File: src/hw/rtl/fbwa_pkg.sv
`timescale 1ns / 1ps

package fbwa_pkg;

    localparam int OP_W      = 2;
    localparam int ID_W      = 16;
    localparam int SIZE_IN_W = 16;
    localparam int ST_W      = 2;
    localparam int MODE_W    = 2;
    localparam int TOTAL_W   = 20;
    localparam int CNT_OUT_W = 5;

    localparam int DEF_MAX_BLOCKS = 16;
    localparam int DEF_SIZE_BITS  = 16;

    localparam logic [TOTAL_W-1:0] TOTAL_MAX = '1;

    localparam logic [OP_W-1:0] OP_EMPTY   = 2'd0;
    localparam logic [OP_W-1:0] OP_LOAD    = 2'd1;
    localparam logic [OP_W-1:0] OP_RELEASE = 2'd2;
    localparam logic [OP_W-1:0] OP_ALLOC   = 2'd3;

    localparam logic [ST_W-1:0] ST_DONE  = 2'd0;
    localparam logic [ST_W-1:0] ST_NOFIT = 2'd1;
    localparam logic [ST_W-1:0] ST_FULL  = 2'd2;

    localparam logic [MODE_W-1:0] MODE_FIRST = 2'd0;
    localparam logic [MODE_W-1:0] MODE_BEST  = 2'd1;
    localparam logic [MODE_W-1:0] MODE_WORST = 2'd2;

    typedef struct packed {
        logic start;
        logic issue;
        logic exec;
    } t_dp_cmd;

    typedef struct packed {
        logic tbl_empty;
        logic last_issue;
    } t_dp_stat;

endpackage

File: src/hw/rtl/fbwa_ctrl.sv
`timescale 1ns / 1ps

module fbwa_ctrl
    import fbwa_pkg::*;
(
    input  logic            i_clk,
    input  logic            i_rst_n,
    input  logic            i_valid,
    input  logic [OP_W-1:0] i_op,
    output logic            o_stall,
    output logic            o_valid,
    input  logic            i_stall,
    input  t_dp_stat        i_dp_stat,
    output t_dp_cmd         o_dp_cmd
);

    localparam logic [1:0] S_IDLE  = 2'd0;
    localparam logic [1:0] S_SCAN  = 2'd1;
    localparam logic [1:0] S_DRAIN = 2'd2;
    localparam logic [1:0] S_EXEC  = 2'd3;

    logic [1:0] r_state;
    logic [1:0] n_state;
    logic       r_out_vld;
    logic       n_out_vld;
    logic       w_out_free;

    assign w_out_free = !r_out_vld || !i_stall;

    always_comb begin
        n_state  = r_state;
        o_dp_cmd = '0;
        unique case (r_state)
            S_IDLE: begin
                if (i_valid) begin
                    o_dp_cmd.start = 1'b1;
                    if (i_op == OP_ALLOC && !i_dp_stat.tbl_empty) begin
                        n_state = S_SCAN;
                    end else begin
                        n_state = S_EXEC;
                    end
                end
            end
            S_SCAN: begin
                o_dp_cmd.issue = 1'b1;
                if (i_dp_stat.last_issue) begin
                    n_state = S_DRAIN;
                end
            end
            S_DRAIN: begin
                n_state = S_EXEC;
            end
            S_EXEC: begin
                if (w_out_free) begin
                    o_dp_cmd.exec = 1'b1;
                    n_state       = S_IDLE;
                end
            end
            default: begin
                n_state = S_IDLE;
            end
        endcase
    end

    always_comb begin
        n_out_vld = r_out_vld;
        if (o_dp_cmd.exec) begin
            n_out_vld = 1'b1;
        end else if (!i_stall) begin
            n_out_vld = 1'b0;
        end
    end

    always_ff @(posedge i_clk) begin
        if (!i_rst_n) begin
            r_state   <= S_IDLE;
            r_out_vld <= 1'b0;
        end else begin
            r_state   <= n_state;
            r_out_vld <= n_out_vld;
        end
    end

    assign o_stall = (r_state != S_IDLE);
    assign o_valid = r_out_vld;

endmodule

File: src/hw/rtl/fbwa_dp.sv
`timescale 1ns / 1ps

module fbwa_dp
    import fbwa_pkg::*;
#(
    parameter int MAX_BLOCKS = DEF_MAX_BLOCKS,
    parameter int SIZE_BITS  = DEF_SIZE_BITS
)
(
    input  logic                 i_clk,
    input  logic                 i_rst_n,
    input  logic                 i_cfg_we,
    input  logic [MODE_W-1:0]    i_cfg_wdata,
    input  logic [OP_W-1:0]      i_op,
    input  logic [ID_W-1:0]      i_block_id,
    input  logic [SIZE_IN_W-1:0] i_size,
    input  logic [ID_W-1:0]      i_process_id,
    input  t_dp_cmd              i_cmd,
    output t_dp_stat             o_stat,
    output logic [ST_W-1:0]      o_status,
    output logic [ID_W-1:0]      o_granted_block,
    output logic [ID_W-1:0]      o_requester,
    output logic [TOTAL_W-1:0]   o_internal_waste,
    output logic [TOTAL_W-1:0]   o_external_free,
    output logic [CNT_OUT_W-1:0] o_blocks_loaded
);

    localparam int SW    = (SIZE_BITS < SIZE_IN_W) ? SIZE_BITS : SIZE_IN_W;
    localparam int IDX_W = $clog2(MAX_BLOCKS);
    localparam int CNT_W = $clog2(MAX_BLOCKS + 1);
    localparam int SUM_W = IDX_W + SW;
    localparam int CW    = (SUM_W > TOTAL_W) ? SUM_W : TOTAL_W;
    localparam int BW    = (CNT_W > CNT_OUT_W) ? CNT_W : CNT_OUT_W;
    localparam int ENT_W = ID_W + SW;

    logic [ENT_W-1:0]      r_mem [MAX_BLOCKS];
    logic [MAX_BLOCKS-1:0] r_used;
    logic [MAX_BLOCKS-1:0] n_used;
    logic [CNT_W-1:0]      r_count;
    logic [CNT_W-1:0]      n_count;
    logic [TOTAL_W-1:0]    r_waste;
    logic [TOTAL_W-1:0]    n_waste;
    logic [SUM_W-1:0]      r_free;
    logic [SUM_W-1:0]      n_free;
    logic [SUM_W-1:0]      r_loaded;
    logic [SUM_W-1:0]      n_loaded;
    logic [MODE_W-1:0]     r_mode;

    logic [OP_W-1:0]       r_op;
    logic [SW-1:0]         r_req;
    logic [ID_W-1:0]       r_bid;
    logic [ID_W-1:0]       r_pid;

    logic [IDX_W-1:0]      r_scan_addr;
    logic                  r_rd_vld;
    logic [IDX_W-1:0]      r_rd_idx;
    logic [ENT_W-1:0]      r_rd_data;
    logic                  r_found;
    logic [IDX_W-1:0]      r_pick_idx;
    logic [SW-1:0]         r_pick_size;
    logic [ID_W-1:0]       r_pick_ident;

    logic [SW-1:0]         w_rd_size;
    logic [ID_W-1:0]       w_rd_ident;
    logic                  w_cand;
    logic                  w_take;
    logic                  w_full;
    logic                  w_write;
    logic [TOTAL_W:0]      w_waste_sum;
    logic [SW-1:0]         w_diff;
    logic [CW-1:0]         w_free_ext;
    logic [BW-1:0]         w_cnt_ext;
    logic [ST_W-1:0]       n_status;
    logic [ID_W-1:0]       n_granted;

    assign w_rd_size  = r_rd_data[SW-1:0];
    assign w_rd_ident = r_rd_data[SW +: ID_W];
    assign w_full     = (r_count == CNT_W'(MAX_BLOCKS));
    assign w_write    = i_cmd.exec && (r_op == OP_LOAD) && !w_full;

    assign w_cand = r_rd_vld && !r_used[r_rd_idx] && (w_rd_size >= r_req);
    assign w_take = w_cand && (!r_found
                    || (r_mode == MODE_BEST  && w_rd_size < r_pick_size)
                    || (r_mode == MODE_WORST && w_rd_size > r_pick_size));

    assign o_stat.tbl_empty  = (r_count == '0);
    assign o_stat.last_issue = ((CNT_W'(r_scan_addr) + CNT_W'(1)) == r_count);

    assign w_diff      = r_pick_size - r_req;
    assign w_waste_sum = {1'b0, r_waste} + (TOTAL_W + 1)'(w_diff);

    always_comb begin
        n_count   = r_count;
        n_used    = r_used;
        n_waste   = r_waste;
        n_free    = r_free;
        n_loaded  = r_loaded;
        n_status  = ST_DONE;
        n_granted = '0;
        case (r_op)
            OP_EMPTY: begin
                n_count  = '0;
                n_used   = '0;
                n_waste  = '0;
                n_free   = '0;
                n_loaded = '0;
            end
            OP_LOAD: begin
                if (w_full) begin
                    n_status = ST_FULL;
                end else begin
                    n_used[r_count[IDX_W-1:0]] = 1'b0;
                    n_count  = r_count + CNT_W'(1);
                    n_loaded = r_loaded + SUM_W'(r_req);
                    n_free   = r_free + SUM_W'(r_req);
                end
            end
            OP_RELEASE: begin
                n_used  = '0;
                n_waste = '0;
                n_free  = r_loaded;
            end
            OP_ALLOC: begin
                if (r_found) begin
                    n_used[r_pick_idx] = 1'b1;
                    n_granted = r_pick_ident;
                    n_waste   = w_waste_sum[TOTAL_W] ? TOTAL_MAX
                                                     : w_waste_sum[TOTAL_W-1:0];
                    n_free    = r_free - SUM_W'(r_pick_size);
                end else begin
                    n_status = ST_NOFIT;
                end
            end
            default: begin
                n_status = ST_DONE;
            end
        endcase
    end

    assign w_free_ext = CW'(n_free);
    assign w_cnt_ext  = BW'(n_count);

    always_ff @(posedge i_clk) begin
        if (!i_rst_n) begin
            r_mode   <= MODE_FIRST;
            r_used   <= '0;
            r_count  <= '0;
            r_waste  <= '0;
            r_free   <= '0;
            r_loaded <= '0;
            r_rd_vld <= 1'b0;
            r_found  <= 1'b0;
        end else begin
            if (i_cfg_we) begin
                r_mode <= i_cfg_wdata;
            end
            r_rd_vld <= i_cmd.issue;
            if (i_cmd.start) begin
                r_found <= 1'b0;
            end else if (w_take) begin
                r_found <= 1'b1;
            end
            if (i_cmd.exec) begin
                r_used   <= n_used;
                r_count  <= n_count;
                r_waste  <= n_waste;
                r_free   <= n_free;
                r_loaded <= n_loaded;
            end
        end
    end

    always_ff @(posedge i_clk) begin
        if (i_cmd.start) begin
            r_op        <= i_op;
            r_req       <= i_size[SW-1:0];
            r_bid       <= i_block_id;
            r_pid       <= i_process_id;
            r_scan_addr <= '0;
        end else if (i_cmd.issue) begin
            r_scan_addr <= r_scan_addr + IDX_W'(1);
        end
        if (i_cmd.issue) begin
            r_rd_idx <= r_scan_addr;
        end
        if (w_take) begin
            r_pick_idx   <= r_rd_idx;
            r_pick_size  <= w_rd_size;
            r_pick_ident <= w_rd_ident;
        end
        if (i_cmd.exec) begin
            o_status         <= n_status;
            o_granted_block  <= n_granted;
            o_requester      <= r_pid;
            o_internal_waste <= n_waste;
            o_external_free  <= (w_free_ext > CW'(TOTAL_MAX)) ? TOTAL_MAX
                                                              : w_free_ext[TOTAL_W-1:0];
            o_blocks_loaded  <= w_cnt_ext[CNT_OUT_W-1:0];
        end
    end

    always_ff @(posedge i_clk) begin
        if (w_write) begin
            r_mem[r_count[IDX_W-1:0]] <= {r_bid, r_req};
        end
        if (i_cmd.issue) begin
            r_rd_data <= r_mem[r_scan_addr];
        end
    end

endmodule

File: src/hw/rtl/fit_policy_block_allocator_unit.sv
// Block table allocator with first, best and worst fit placement.
// Input channel: i_valid with o_stall; a transaction carries op, block id,
// size and process id. Output channel: o_valid with i_stall; one result
// transaction per input transaction, in order.
// The fit mode register is written through i_cfg_we and i_cfg_wdata; the
// user must write it only while the block is idle, as the block itself does
// not enforce this. Writes take effect at the next clock edge.
// Empty, load and release pass from the idle state straight to the exec
// state. An allocate scans the loaded slots through the slot memory read
// port, one slot per cycle, then passes a drain state before the exec
// state; an allocate on an empty table skips the scan. The exec state
// writes the result register that presents the result.
// One transaction is processed at a time.
// The result register decouples the two channels: a new transaction is
// accepted while a result still waits, and processing finishes up to the
// result write, which waits until the receiver drops i_stall.
// Synchronous active low reset empties the table, clears all totals,
// selects first fit and drops o_valid.
`timescale 1ns / 1ps

module fit_policy_block_allocator_unit
    import fbwa_pkg::*;
#(
    parameter int MAX_BLOCKS = DEF_MAX_BLOCKS,
    parameter int SIZE_BITS  = DEF_SIZE_BITS
)
(
    input  logic                 i_clk,
    input  logic                 i_rst_n,
    input  logic                 i_cfg_we,
    input  logic [MODE_W-1:0]    i_cfg_wdata,
    input  logic                 i_valid,
    output logic                 o_stall,
    input  logic [OP_W-1:0]      i_op,
    input  logic [ID_W-1:0]      i_block_id,
    input  logic [SIZE_IN_W-1:0] i_size,
    input  logic [ID_W-1:0]      i_process_id,
    output logic                 o_valid,
    input  logic                 i_stall,
    output logic [ST_W-1:0]      o_status,
    output logic [ID_W-1:0]      o_granted_block,
    output logic [ID_W-1:0]      o_requester,
    output logic [TOTAL_W-1:0]   o_internal_waste,
    output logic [TOTAL_W-1:0]   o_external_free,
    output logic [CNT_OUT_W-1:0] o_blocks_loaded
);

    t_dp_cmd  w_cmd;
    t_dp_stat w_stat;

    fbwa_ctrl u_ctrl (
        .i_clk     (i_clk),
        .i_rst_n   (i_rst_n),
        .i_valid   (i_valid),
        .i_op      (i_op),
        .o_stall   (o_stall),
        .o_valid   (o_valid),
        .i_stall   (i_stall),
        .i_dp_stat (w_stat),
        .o_dp_cmd  (w_cmd)
    );

    fbwa_dp #(
        .MAX_BLOCKS (MAX_BLOCKS),
        .SIZE_BITS  (SIZE_BITS)
    ) u_dp (
        .i_clk            (i_clk),
        .i_rst_n          (i_rst_n),
        .i_cfg_we         (i_cfg_we),
        .i_cfg_wdata      (i_cfg_wdata),
        .i_op             (i_op),
        .i_block_id       (i_block_id),
        .i_size           (i_size),
        .i_process_id     (i_process_id),
        .i_cmd            (w_cmd),
        .o_stat           (w_stat),
        .o_status         (o_status),
        .o_granted_block  (o_granted_block),
        .o_requester      (o_requester),
        .o_internal_waste (o_internal_waste),
        .o_external_free  (o_external_free),
        .o_blocks_loaded  (o_blocks_loaded)
    );

    a_busy_after_accept: assert property (@(posedge i_clk) disable iff (!i_rst_n)
        (i_valid && !o_stall) |=> o_stall)
        else $error("block not busy after accepting a transaction");

    a_exec_needs_room: assert property (@(posedge i_clk) disable iff (!i_rst_n)
        w_cmd.exec |-> !(o_valid && i_stall))
        else $error("result written while the previous result is stalled");

    a_valid_from_exec: assert property (@(posedge i_clk) disable iff (!i_rst_n)
        $rose(o_valid) |-> $past(w_cmd.exec))
        else $error("result valid without a completed transaction");

    a_scan_while_busy: assert property (@(posedge i_clk) disable iff (!i_rst_n)
        (w_cmd.issue || w_cmd.exec) |-> o_stall)
        else $error("slot scan or commit outside of a transaction");

endmodule
File: config.mk
export PLATFORM = sky130hd
export DESIGN_NAME = fit_policy_block_allocator_unit
export DESIGN_NICKNAME = d
export VERILOG_FILES = /design/src/hw/rtl/fbwa_pkg.sv /design/src/hw/rtl/fbwa_ctrl.sv /design/src/hw/rtl/fbwa_dp.sv /design/src/hw/rtl/fit_policy_block_allocator_unit.sv
export SDC_FILE = /design/constraint.sdc
export NUM_CORES = 1
export LEC_CHECK = 0
export ABC_AREA = 1
export BUFFER_PORTS_ARGS = -buffer_cell sky130_fd_sc_hd__buf_2
export CAP_MARGIN = 20
export CORE_MARGIN = 2
export CORE_UTILIZATION = 60
export DETAILED_ROUTE_END_ITERATION = 10
export HOLD_SLACK_MARGIN = 0.05
export MAX_ROUTING_LAYER = met4
export PLACE_DENSITY = 0.78
export SETUP_SLACK_MARGIN = 0.02
export SYNTH_ARGS = -nofsm -noshare
export SYNTH_HDL_FRONTEND = slang
export SYNTH_SLANG_ARGS = --single-unit
File: constraint.sdc
create_clock -name i_clk -period 5.3 [get_ports i_clk]
set_input_delay 1.325 -clock i_clk [delete_from_list [all_inputs] [get_ports i_clk]]
set_output_delay 1.325 -clock i_clk [all_outputs]
set_load 0.02 [all_outputs]
### After elaboration in Yosys (flattened, before gate mapping)

Memory sizes are Yosys's and may differ from the RTL's. A register that Yosys moved wholly into a read port is not among the register bits.
Index checks and enable logic that the tools add are counted.
Widths: inputs -> output; s select.

| storage, ports and cells | value |
|---|---|
| bits in latches | 0 |
| output and inout port bits | 81 |
| ROM bits | 0 |
| bits in writable memories | 512 |
| register bits | 261 |
| input bits | 57 |
| word-level logic and storage cells | 130 |
| memories kept | 1 |

| cells by class | value |
|---|---|
| mux-type cells | 36 |
| reductions and logical operators | 30 |
| eq/ne operators | 17 |
| order comparisons | 9 |
| $add $sub $neg | 8 |
| bitwise gates (word level) | 4 |
| multipliers | 0 |
| div/mod/pow operators | 0 |
| shift operators | 0 |

Memory list:

| memory | depth | width | read ports | clocked after Yosys merged registers in | write ports | RTL line | RTL |
|---|---|---|---|---|---|---|---|
| u_dp.r_mem | 16 | 32 | 1 | 1 | 1 | fbwa_dp.sv:36 | `logic [ENT_W-1:0] r_mem [MAX_BLOCKS];` |

Operators by type and width:

| kind | count |
|---|---|
| $mux 20 | 5 |
| $pmux 20 s2 | 2 |
| $pmux 20 s4 | 1 |
| $pmux 16 s3 | 1 |
| $add 20x16->20 | 2 |
| $mux 16 | 2 |
| $add 20x16->21 | 1 |
| $gt 20x20->1 const B | 1 |
| $sub 20x16->20 | 1 |
| $and 16x16->16 | 1 |
| $ge 16x16->1 | 1 |
| $gt 16x16->1 | 1 |
| $lt 16x16->1 | 1 |
| $not 16->16 | 1 |
| $or 16x16->16 | 1 |
| $sub 16x16->16 | 1 |
| $lt 4x5->1 const B | 3 |
| $mux 1 | 13 |
| $eq 2x2->1 const B | 6 |
| $logic_and 1x1->1 | 10 |
| $mux 2 | 5 |
| $pmux 5 s2 | 1 |
| $reduce_and 3->1 | 3 |
| $demux 1 s4 | 2 |
| other kinds (21) | 38 |

### Logic depth before layout (Yosys ltp)

Gate-level depths: netlist of run 1.

| logic depth | value |
|---|---|
| depth in word-level cells | 8 |
| depth in mapped cells | 23 |
| depth with buffers taken out | 23 |

### Hierarchy

From an unflattened synthesis of run 1, not the netlist that was laid out.

| second synthesis, totals | value |
|---|---|
| cell total of the unflattened synthesis | 3,323 |
| area, all modules | 36,994.2 um^2 |

Modules (own cells, without submodules):

| module | sequential area each (um^2) | cells each | area each (um^2) | instances |
|---|---|---|---|---|
| fbwa_dp | 23,192.2 | 3,279 | 36,707.7 | 1 |
| fbwa_ctrl | 60.1 | 44 | 286.5 | 1 |

### Worst setup path after synthesis of run 1

OpenSTA, ideal clock, no wires.

| timing | value |
|---|---|
| path type | input to register |
| from | input port i_stall |
| to | memory u_dp.r_mem[10][0] (netlist bit), enable pin |
| data required time | 4.839 ns |
| setup time | 0.461 ns |
| cell stages on the path | 6 |
| arrival | 4.215 ns |
| setup slack | 0.624 ns |
| path buffers | 1 |
| cell sequence | nand2_1 inv_1 nor2_4 nand2_1 clkbuf_1 nor3_1 |

| between the ends | value |
|---|---|
| word-level cells in the longest chain between the ends | 8 |

RTL lines:

| item | RTL line | RTL |
|---|---|---|
| from (decl) | fit_policy_block_allocator_unit.sv:39 | `input logic i_stall,` |
| $logic_not 1->1 | fbwa_ctrl.sv:28 | `assign w_out_free = !r_out_vld \|\| !i_stall;` |
| $logic_or 1x1->1 | fbwa_ctrl.sv:28 |  |
| $mux 1 | fbwa_ctrl.sv:54 | `if (w_out_free) begin` |
| $mux 1 | fbwa_ctrl.sv:33 | `unique case (r_state)` |
| $logic_and 1x1->1 (2 in series) | fbwa_dp.sv:79 | `assign w_write = i_cmd.exec && (r_op == OP_LOAD) && !w_full;` |
| $mux 1 | fbwa_dp.sv:203 | `if (w_write) begin` |
| $mux 1 (implied by the code) | fbwa_dp.sv:204 | `r_mem[r_count[IDX_W-1:0]] <= {r_bid, r_req};` |
| to (decl) | fbwa_dp.sv:36 |  |

Every way passes these cells.

### Worst setup path after layout of run 1

| timing | value |
|---|---|
| from | register u_dp.r_req[0] |
| to | register u_dp.o_internal_waste[19], data pin |

| between the ends | value |
|---|---|
| word-level cells in the longest chain between the ends | 5 |

RTL lines:

| item | RTL line | RTL |
|---|---|---|
| from (decl) | fbwa_dp.sv:50 | `logic [SW-1:0] r_req;` |
| from (signal assigned) | fbwa_dp.sv:176 | `r_req <= i_size[SW-1:0];` |
| $sub 16x16->16 | fbwa_dp.sv:89 | `assign w_diff = r_pick_size - r_req;` |
| $add 20x16->21 | fbwa_dp.sv:90 | `assign w_waste_sum = {1'b0, r_waste} + (TOTAL_W + 1)'(w_diff);` |
| $mux 20 | fbwa_dp.sv:127 | `n_waste = w_waste_sum[TOTAL_W] ? TOTAL_MAX` |
| $mux 20 | fbwa_dp.sv:124 | `if (r_found) begin` |
| $pmux 20 s2 | fbwa_dp.sv:100 | `case (r_op)` |
| via u_dp.n_waste[19] | fbwa_dp.sv:42 | `logic [TOTAL_W-1:0] n_waste;` |
| to (signal assigned) | fbwa_dp.sv:195 | `o_internal_waste <= n_waste;` |
| to (decl) | fbwa_dp.sv:23 | `output logic [TOTAL_W-1:0] o_internal_waste,` |

The timed path passes the listed nets, and every way through them passes these cells.
A chain may end at the register's enable or synchronous reset.

==> key figures, run 1 <==
Logic synthesis
  • Synth cell count leaders: edfxtp_1 (713), nand2_1 (467), inv_1 (394)
  • Largest family of logic cells by synthesized area: compound AO/OA/AOI/OAI gates
  • Most frequent cell after synthesis: edfxtp_1
  • Mux share of post-synthesis cell area: between 3 and 4%
  • Post-Synth Simple-Gate Area: 10.7%
  • Sequential-to-total area share from yosys stat: 62.8%
  • Adder and majority cell fraction of the synthesized area: 4.36%
  • Post-synth top area share: 57.8%
  • Post-synthesis xor/xnor area fraction: 0.922%
  • Netlist cell types: 51
  • Netlist Area Pre-Place: 0.0370 sq mm
  • Synth area leaders: edfxtp_1 (58%), dfxtp_1 (5.0%), nand2_1 (4.7%)
  • Top_reg_cell synth: edfxtp_1
  • Yosys reg bits: 805
  • Syn_nets: approximately 3.5k
  • Fraction of registers with async set/reset: 0%
  • Synth Warn #: 0
  • Cells after Synth: 3344
  • Compound-Gate Fraction of Synth Area: 12.0%
  • EDFF count, synth: 713
  • Cell taking the most area after synthesis: edfxtp_1
  • Syn Area/Cell: about 11 sq um

Global routing
  • Vias in the first global route: around 25k
  • GRT Residual Overflow: 0
  • GRT Total Usage: 30.9%
  • Largest net degree at the start of global routing: 169
  • First-pass GRT wire length: 145000 um
  • Initial antenna violation count: 0

Power and ir drop
  • Clock network power share: 29.5%
  • Switching pwr: 6.82 mW
  • Comb pwr share: 28.3%
  • Pwr/cell area: 478 mW/mm^2
  • Int Pwr: 12.9 mW
  • Sequential power share: 42.1%
  • Switching Share: around 35%
  • Pleak: 16.1 nW
  • Post-layout total power: 19.8 mW
  • VDD IR max: approximately 370 uV

Die
  • Die Footprint: approximately 0.064 sq mm
  • Number of top-level pins: 138
  • Die width: 252 um
  • Row count: 91
  • Core ar.: 0.0614 sq mm
  • Die extent in y: 252 um
  • Initial Util: a little over 60%

Timing
  • Max Clock Freq: 243 MHz
  • Final Max Tran Viols: 0
  • Setup TNS: 0 ns
  • Slew @ Worst Pin: 1.13 ns
  • Worst Clk Skew: 0.0581 ns
  • # setup viols final: 0
  • Setup repair after global routing missed its margin: no
  • Slew HR: 24.3%
  • Period utilization: 77.6%
  • Endpoints failing hold: 0
  • Tmin final: 4.11 ns

Setup path
  • Crit Path Category: flop to flop
  • Req. time, crit path: 5.66 ns
  • R2R depth: 18
  • CP Data Arrival Time: 4.47 ns
  • Largest stage delay, worst path: between 0.6 and 0.7 ns
  • Cell breakdown of the critical path: ha_1, fa_1, nor3_1, nor2_1, o21ai_0, a21oi_1, xnor2_1, ha_1, nand2_1, inv_1, a21oi_1, nand2_1, nand2_1, nand3_1, nand3_1, nand3_1, nand2_1, nand2_1
  • Critical-path top delay cell: edfxtp_1
  • Register-to-register setup slack: 1.19 ns
  • Critical path startpoint category: flop
  • Setup crit end kind: flop
  • CP most frequent cell: nand2_1
  • Worst-path fanout max: 20

CTS
  • H-tree Lvls: 3
  • CTS sink count: ~810
  • Postcts setup bufs: 0
  • Cts repair resizes: 0
  • CTS tree: done
  • CTS buffer count: 82
  • Worst skew pair latency: 0.66 ns
  • Clock Root Buffer: clkbuf_16
  • Cts hold-fix bufs: 0
  • CTS max path bufs: 3
  • Clock transition at path regs: 0.06 ns

Place
  • IO buf count: around 140
  • Placed cells: approximately 4.2k
  • RD Place Congestion: a little under 1
  • Final HPWL DP: 57700 um

Detailed routing
  • First-pass iteration count of the detailed router: 6
  • DR WL/cell: 21.9 um
  • Via Count: 25.9k
  • Starting DRT DRC Count: approximately 3.1k
  • Number of remaining DRC errors: 0
  • Via density: 5.97
  • Post-route ant nets: 0
  • Drt total wl: approximately 95000 um

Finish
  • Area grow syn2layout: 11.7%
  • # diodes: 0
  • Final #Nets: ~3.7k
  • Non-Filler Instances: 4336
  • Share of post-route cells with drive strength above 1: 10.6%
  • FILL cells: 4377

Hold path
  • Hold Path Class: flop to flop
  • WHS Path Cells: 0

Outcome
  • Status: completed

Flow run
  • Max-capacitance violation count: 0
final cells by class:
| class | count | area (sq um) | area share, % |
|---|---|---|---|
| sequential | 805 | 23300 | 56.2 |
| clock inverter | 42 | 531 | 1.28 |
| tap | 790 | 988 | 2.39 |
| clock buffer | 106 | 2200 | 5.33 |
| inverter | 402 | 1510 | 3.66 |
| multi-input combinational | 2001 | 11700 | 28.4 |
| timing repair buffer | 190 | 1130 | 2.74 |
worst paths after layout:
kind | startpoint | endpoint
setup / recovery | u_dp.r_req[0]$_DFFE_PP_ | u_dp.o_internal_waste[19]$_DFFE_PP_
hold / removal | u_dp.r_rd_data[19]$_DFFE_PP_ | u_dp.r_pick_ident[3]$_DFFE_PP_
setup reg to reg | u_dp.r_req[0]$_DFFE_PP_ | u_dp.o_internal_waste[19]$_DFFE_PP_
hold reg to reg | u_dp.r_rd_data[19]$_DFFE_PP_ | u_dp.r_pick_ident[3]$_DFFE_PP_
state kept, by name (all words and copies together), names as in the netlist, 4 cells and up:
name                   cells
u_dp.r_mem               512
u_dp.r_rd_data            32
u_dp.o_external_free      20
u_dp.o_internal_waste     20
u_dp.r_free               20
u_dp.r_loaded             20
u_dp.r_waste              20
u_dp.o_granted_block      16
u_dp.o_requester          16
u_dp.r_bid                16
u_dp.r_pick_ident         16
u_dp.r_pick_size          16
u_dp.r_pid                16
u_dp.r_req                16
u_dp.r_used               16
u_dp.o_blocks_loaded       5
u_dp.r_count               5
u_dp.r_pick_idx            4
u_dp.r_rd_idx              4
u_dp.r_scan_addr           4
worst max-delay path, delay by kind of cell (launching register included):
family | cells | cell delay (ns)
XOR/XNOR | 1 | 0.14
adder cells (fa/ha/maj) | 3 | 1.21
buffers and inverters | 1 | 0.05
AND/OR/NAND/NOR | 10 | 1.09
AO/OA/AOI/OAI | 3 | 0.70
flip-flops | 1 | 0.64
routing by layer:
metal  share of wire [%]  global-route usage (%)  routed length [um]
met5                   0                       -                   0
met2                  47                    48.4               44900
met4                 2.9                    9.84                2760
met1                  41                    41.1               38700
met3                 9.1                    5.91                8680
power groups by stage:
stage / registers, mW / clock network, mW / logic [mW]
2_1_floorplan: 8.26 / 0 / 4.04
6_report: 8.32 / 5.84 / 5.60
4_1_cts: 8.31 / 5.89 / 5.55
3_3_place_gp: 8.42 / 0 / 5.40
3_5_place_dp: 8.44 / 0 / 5.50
5_1_grt: 8.37 / 6.14 / 6.22
metrics by stage:
stage | worst slack (ns) | util, % | hold slack, ns | area [sq um]
after global placement | 1.34 | 63.0 | 0.401 | 38600
after floorplan | 0.624 | - | 0.400 | 37000
after detailed placement | 1.27 | 63.0 | 0.405 | 38600
after CTS | 1.22 | 67.4 | 0.413 | 41400
after global routing | 0.791 | 67.4 | 0.413 | 41400
final | 1.19 | 67.4 | 0.414 | 41400
kinds of logic (layout without fill, tap and decap cells):
| family | after synthesis | in the layout |
|---|---|---|
| AND/OR/NAND/NOR | 928 | 928 |
| buffers and inverters | 538 | 740 |
| AO/OA/AOI/OAI | 780 | 780 |
| flip-flops | 805 | 805 |
| XOR/XNOR | 39 | 39 |
| multiplexers | 128 | 128 |
| adder cells (fa/ha/maj) | 126 | 126 |
cell usage in the layout (no fill, tap or decap), types with 19 or more instances in the layout:
master / instances
xnor2_1: 19
o21ai_0: 256
clkbuf_16: 83
nor2_1: 176
xor2_1: 20
nor3_1: 24
nand2_1: 467
clkbuf_1: 19
o211ai_1: 137
dfxtp_1: 88
edfxtp_1: 713
inv_1: 389
buf_4: 49
buf_2: 137
ha_1: 120
nand3_1: 181
a21oi_1: 318
mux2i_1: 128
No activity file was read; power rests on OpenSTA's default activity.
==> inputs of run 2 (changes only) <==
ABC_AREA = 0   (was 1)
CORE_UTILIZATION = 56   (was 60)
PLACE_DENSITY = 0.76   (was 0.78)
clock period = 3.55 ns   (was 5.3 ns; I/O delays follow)
==> key figures, run 2 <==
Power and ir drop
  • Pleak: around 14 nW
  • VDD IR max: 585 uV
  • Post-layout total power: 27.1 mW
  • Pwr/cell area: 667 mW/mm^2

CTS
  • Clock transition at path regs: 0.06 ns
  • H-tree Lvls: 3
  • CTS tree: done
  • Worst skew pair latency: between 0.6 and 0.7 ns
  • CTS sink count: a little over 800
  • CTS buffer count: 80
  • CTS max path bufs: 3
  • Clock Root Buffer: clkbuf_16

Logic synthesis
  • Post-synth top area share: 61.6%
  • Netlist cell types: 87
  • Cells after Synth: approximately 2.2k
  • Yosys reg bits: between 800 and 900
  • Cell taking the most area after synthesis: edfxtp_1
  • EDFF count, synth: 713
  • Synth area leaders: edfxtp_1 (62%), mux4_2 (11%), dfxtp_1 (5.3%)
  • Sequential-to-total area share from yosys stat: between 60 and 70%
  • Most frequent cell after synthesis: edfxtp_1
  • Top_reg_cell synth: edfxtp_1
  • Synth Warn #: 0
  • Synth cell count leaders: edfxtp_1 (713), mux4_2 (165), ha_1 (121)
  • Netlist Area Pre-Place: 0.0347 sq mm
  • Fraction of registers with async set/reset: 0%
  • Syn_nets: 2345
  • Syn Area/Cell: between 15 and 20 sq um

Outcome
  • Failing checks: setup timing
  • Status: finished, violations left

Timing
  • Setup TNS: -7.30 ns
  • Endpoints failing hold: 0
  • Fin worst setup slack: -0.316 ns
  • Setup repair after global routing missed its margin: yes
  • # setup viols final: 40
  • Worst Clk Skew: 0.0351 ns
  • Slew @ Worst Pin: 0.949 ns
  • Period utilization: 109%
  • Tmin final: 3.87 ns
  • Slew HR: 36.7%
  • Final Max Tran Viols: 0
  • Max Clock Freq: 259 MHz

Finish
  • FILL cells: 4094
  • Post-layout util: 66.2%
  • Non-Filler Instances: 3306
  • Share of post-route cells with drive strength above 1: 26.9%
  • Commonest non-fill, non-tap cell in the layout: edfxtp_1
  • Commonest non-fill, non-tap cells in the layout: edfxtp_1 (713), mux4_2 (165), buf_2 (137)
  • Area grow syn2layout: 17.2%
  • Max FFs per register: 512
  • Final #Nets: between 2k and 3k

Place
  • Placed cells: between 3k and 4k
  • Pre-CTS WS: -0.374 ns
  • RD Place Congestion: 0.921
  • Final HPWL DP: 53000 um
  • IO buf count: 137

Die
  • Number of top-level pins: ~140
  • Core ar.: a little over 0.06 sq mm
  • Initial Util: 56.5%
  • Row count: 91
  • Die Footprint: 0.0640 sq mm
  • Die extent in y: 253 um
  • Die width: 253 um

Flow run
  • Max-capacitance violation count: 0

Detailed routing
  • M1 WL: about 34000 um
  • DR WL/cell: roughly 27 um
  • Drt total wl: 88800 um
  • First-pass iteration count of the detailed router: 7
  • Via density: 6.30
  • Max layer used: met4
  • Number of remaining DRC errors: 0
  • WL met2: around 45000 um
  • Starting DRT DRC Count: 2072
  • Post-route ant nets: 0
  • Met3 Routed Length: about 7000 um
  • Via Count: 20.8k

Setup path
  • Largest stage delay, worst path: roughly 0.4 ns
  • Req. time, crit path: 3.92 ns
  • Critical-path top delay cell: edfxtp_1
  • Setup crit end kind: flop
  • CP Data Arrival Time: 4.23 ns
  • CP Buf/Inv Count: 1
  • Worst-path fanout max: 7
  • CP most frequent cell: ha_2
  • R2R depth: 18
  • Cell depth of the worst setup path: 18
  • Cell breakdown of the critical path: ha_2, fa_2, nor2b_1, o21a_1, o21ai_2, nand2b_1, a21oi_2, xnor2_1, ha_2, o211ai_1, nand2_1, nand4_1, a211oi_4, nor2_2, a2111oi_4, buf_4, and4_1, nor3_1
  • Crit Path Category: flop to flop
  • Critical path startpoint category: flop
  • Crit-path leading delay family: compound AO/OA/AOI/OAI gates

Global routing
  • GRT Residual Overflow: 0
  • GRT Total Usage: 29.0%
  • Vias in the first global route: 20.9k
  • Initial antenna violation count: 3
  • Largest net degree at the start of global routing: 71
  • First-pass GRT wire length: 131000 um

Hold path
  • WHS Path Cells: 1
  • Hold Path Class: input pin to flop
==> run 2: cell count changes in the layout (fill, tap and decap cells not counted), sizes merged, moves of 95 or more <==
cell,previous run,this run
nand3,182,37
buf,190,301
mux2i,128,5
o211ai,140,12
mux4,0,165
inv,404,62
nand2,475,117
o21ai,275,93
a21oi,318,114
nor2,194,99
==> run 2: power breakdown <==
group | switching (mW) | leakage, nW | internal (mW)
combinational | 3.71 | 5.80 | 2.90
clock | 3.66 | 1.29 | 5.00
sequential | 0.538 | 7.22 | 11.3
==> run 2: routing by layer <==
layer	vias up	track usage (%)
met2	992	47.4
met3	210	5.22
met1	10400	36.5
met4	0	11.0
met5	-	-
li1	9173	-
==> run 2: logic make-up (layout without fill, tap and decap cells) <==
group                      count (synthesis)  count (layout)  synth area share [%]
AOI/OAI and AO/OA                        408             408                  7.85
xor gates and xnor gates                  71              71                  1.79
and+or+nand+nor                          423             423                  6.01
DFF                                      805             805                  66.9
adders and majority gates                126             126                  4.65
muxes                                    174             174                  11.0
buffers and inverters                    155             506                  1.76
other                                      0               3                     0
==> run 2: timing repair <==
action / CTS / global route
resized for setup: 41 / 22
pin swaps: 44 / 22
hold buffers: 0 / 0
endpoints found under the setup margin: 40 / 40
setup buffers: 21 / 3
==> run 2: final timing paths <==
| check | end | from | slack, ns |
|---|---|---|---|
| worst max register to register | u_dp.o_internal_waste[19]$_DFFE_PP_ | u_dp.r_req[0]$_DFFE_PP_ | -0.32 |
| worst min register to register | u_dp.r_pick_ident[10]$_DFFE_PP_ | u_dp.r_rd_data[26]$_DFFE_PP_ | 0.41 |
| worst min-delay path | u_dp.r_bid[2]$_DFFE_PP_ | i_block_id[2] | 0.41 |
| worst max-delay path | u_dp.o_internal_waste[19]$_DFFE_PP_ | u_dp.r_req[0]$_DFFE_PP_ | -0.32 |
==> run 2: area by class of cell <==
type                    count  area [sq um]  area share, %
flip-flops and latches    805         23300           57.2
repair buffers            301          2240           5.50
diodes                      3          7.51         0.0184
multi-input cells        1202         11300           27.7
clock buffers             104          2120           5.22
clock inverters            40           571           1.40
inverters                  61           231          0.569
well taps                 790           988           2.43
==> run 2: stage by stage <==
step                instance area [sq um]  hold WS, ns
detailed placement                  37500        0.405
global placement                    37500        0.401
floorplan                           34800        0.400
CTS                                 40500        0.383
global route                        40700        0.385
finish                              40700        0.411
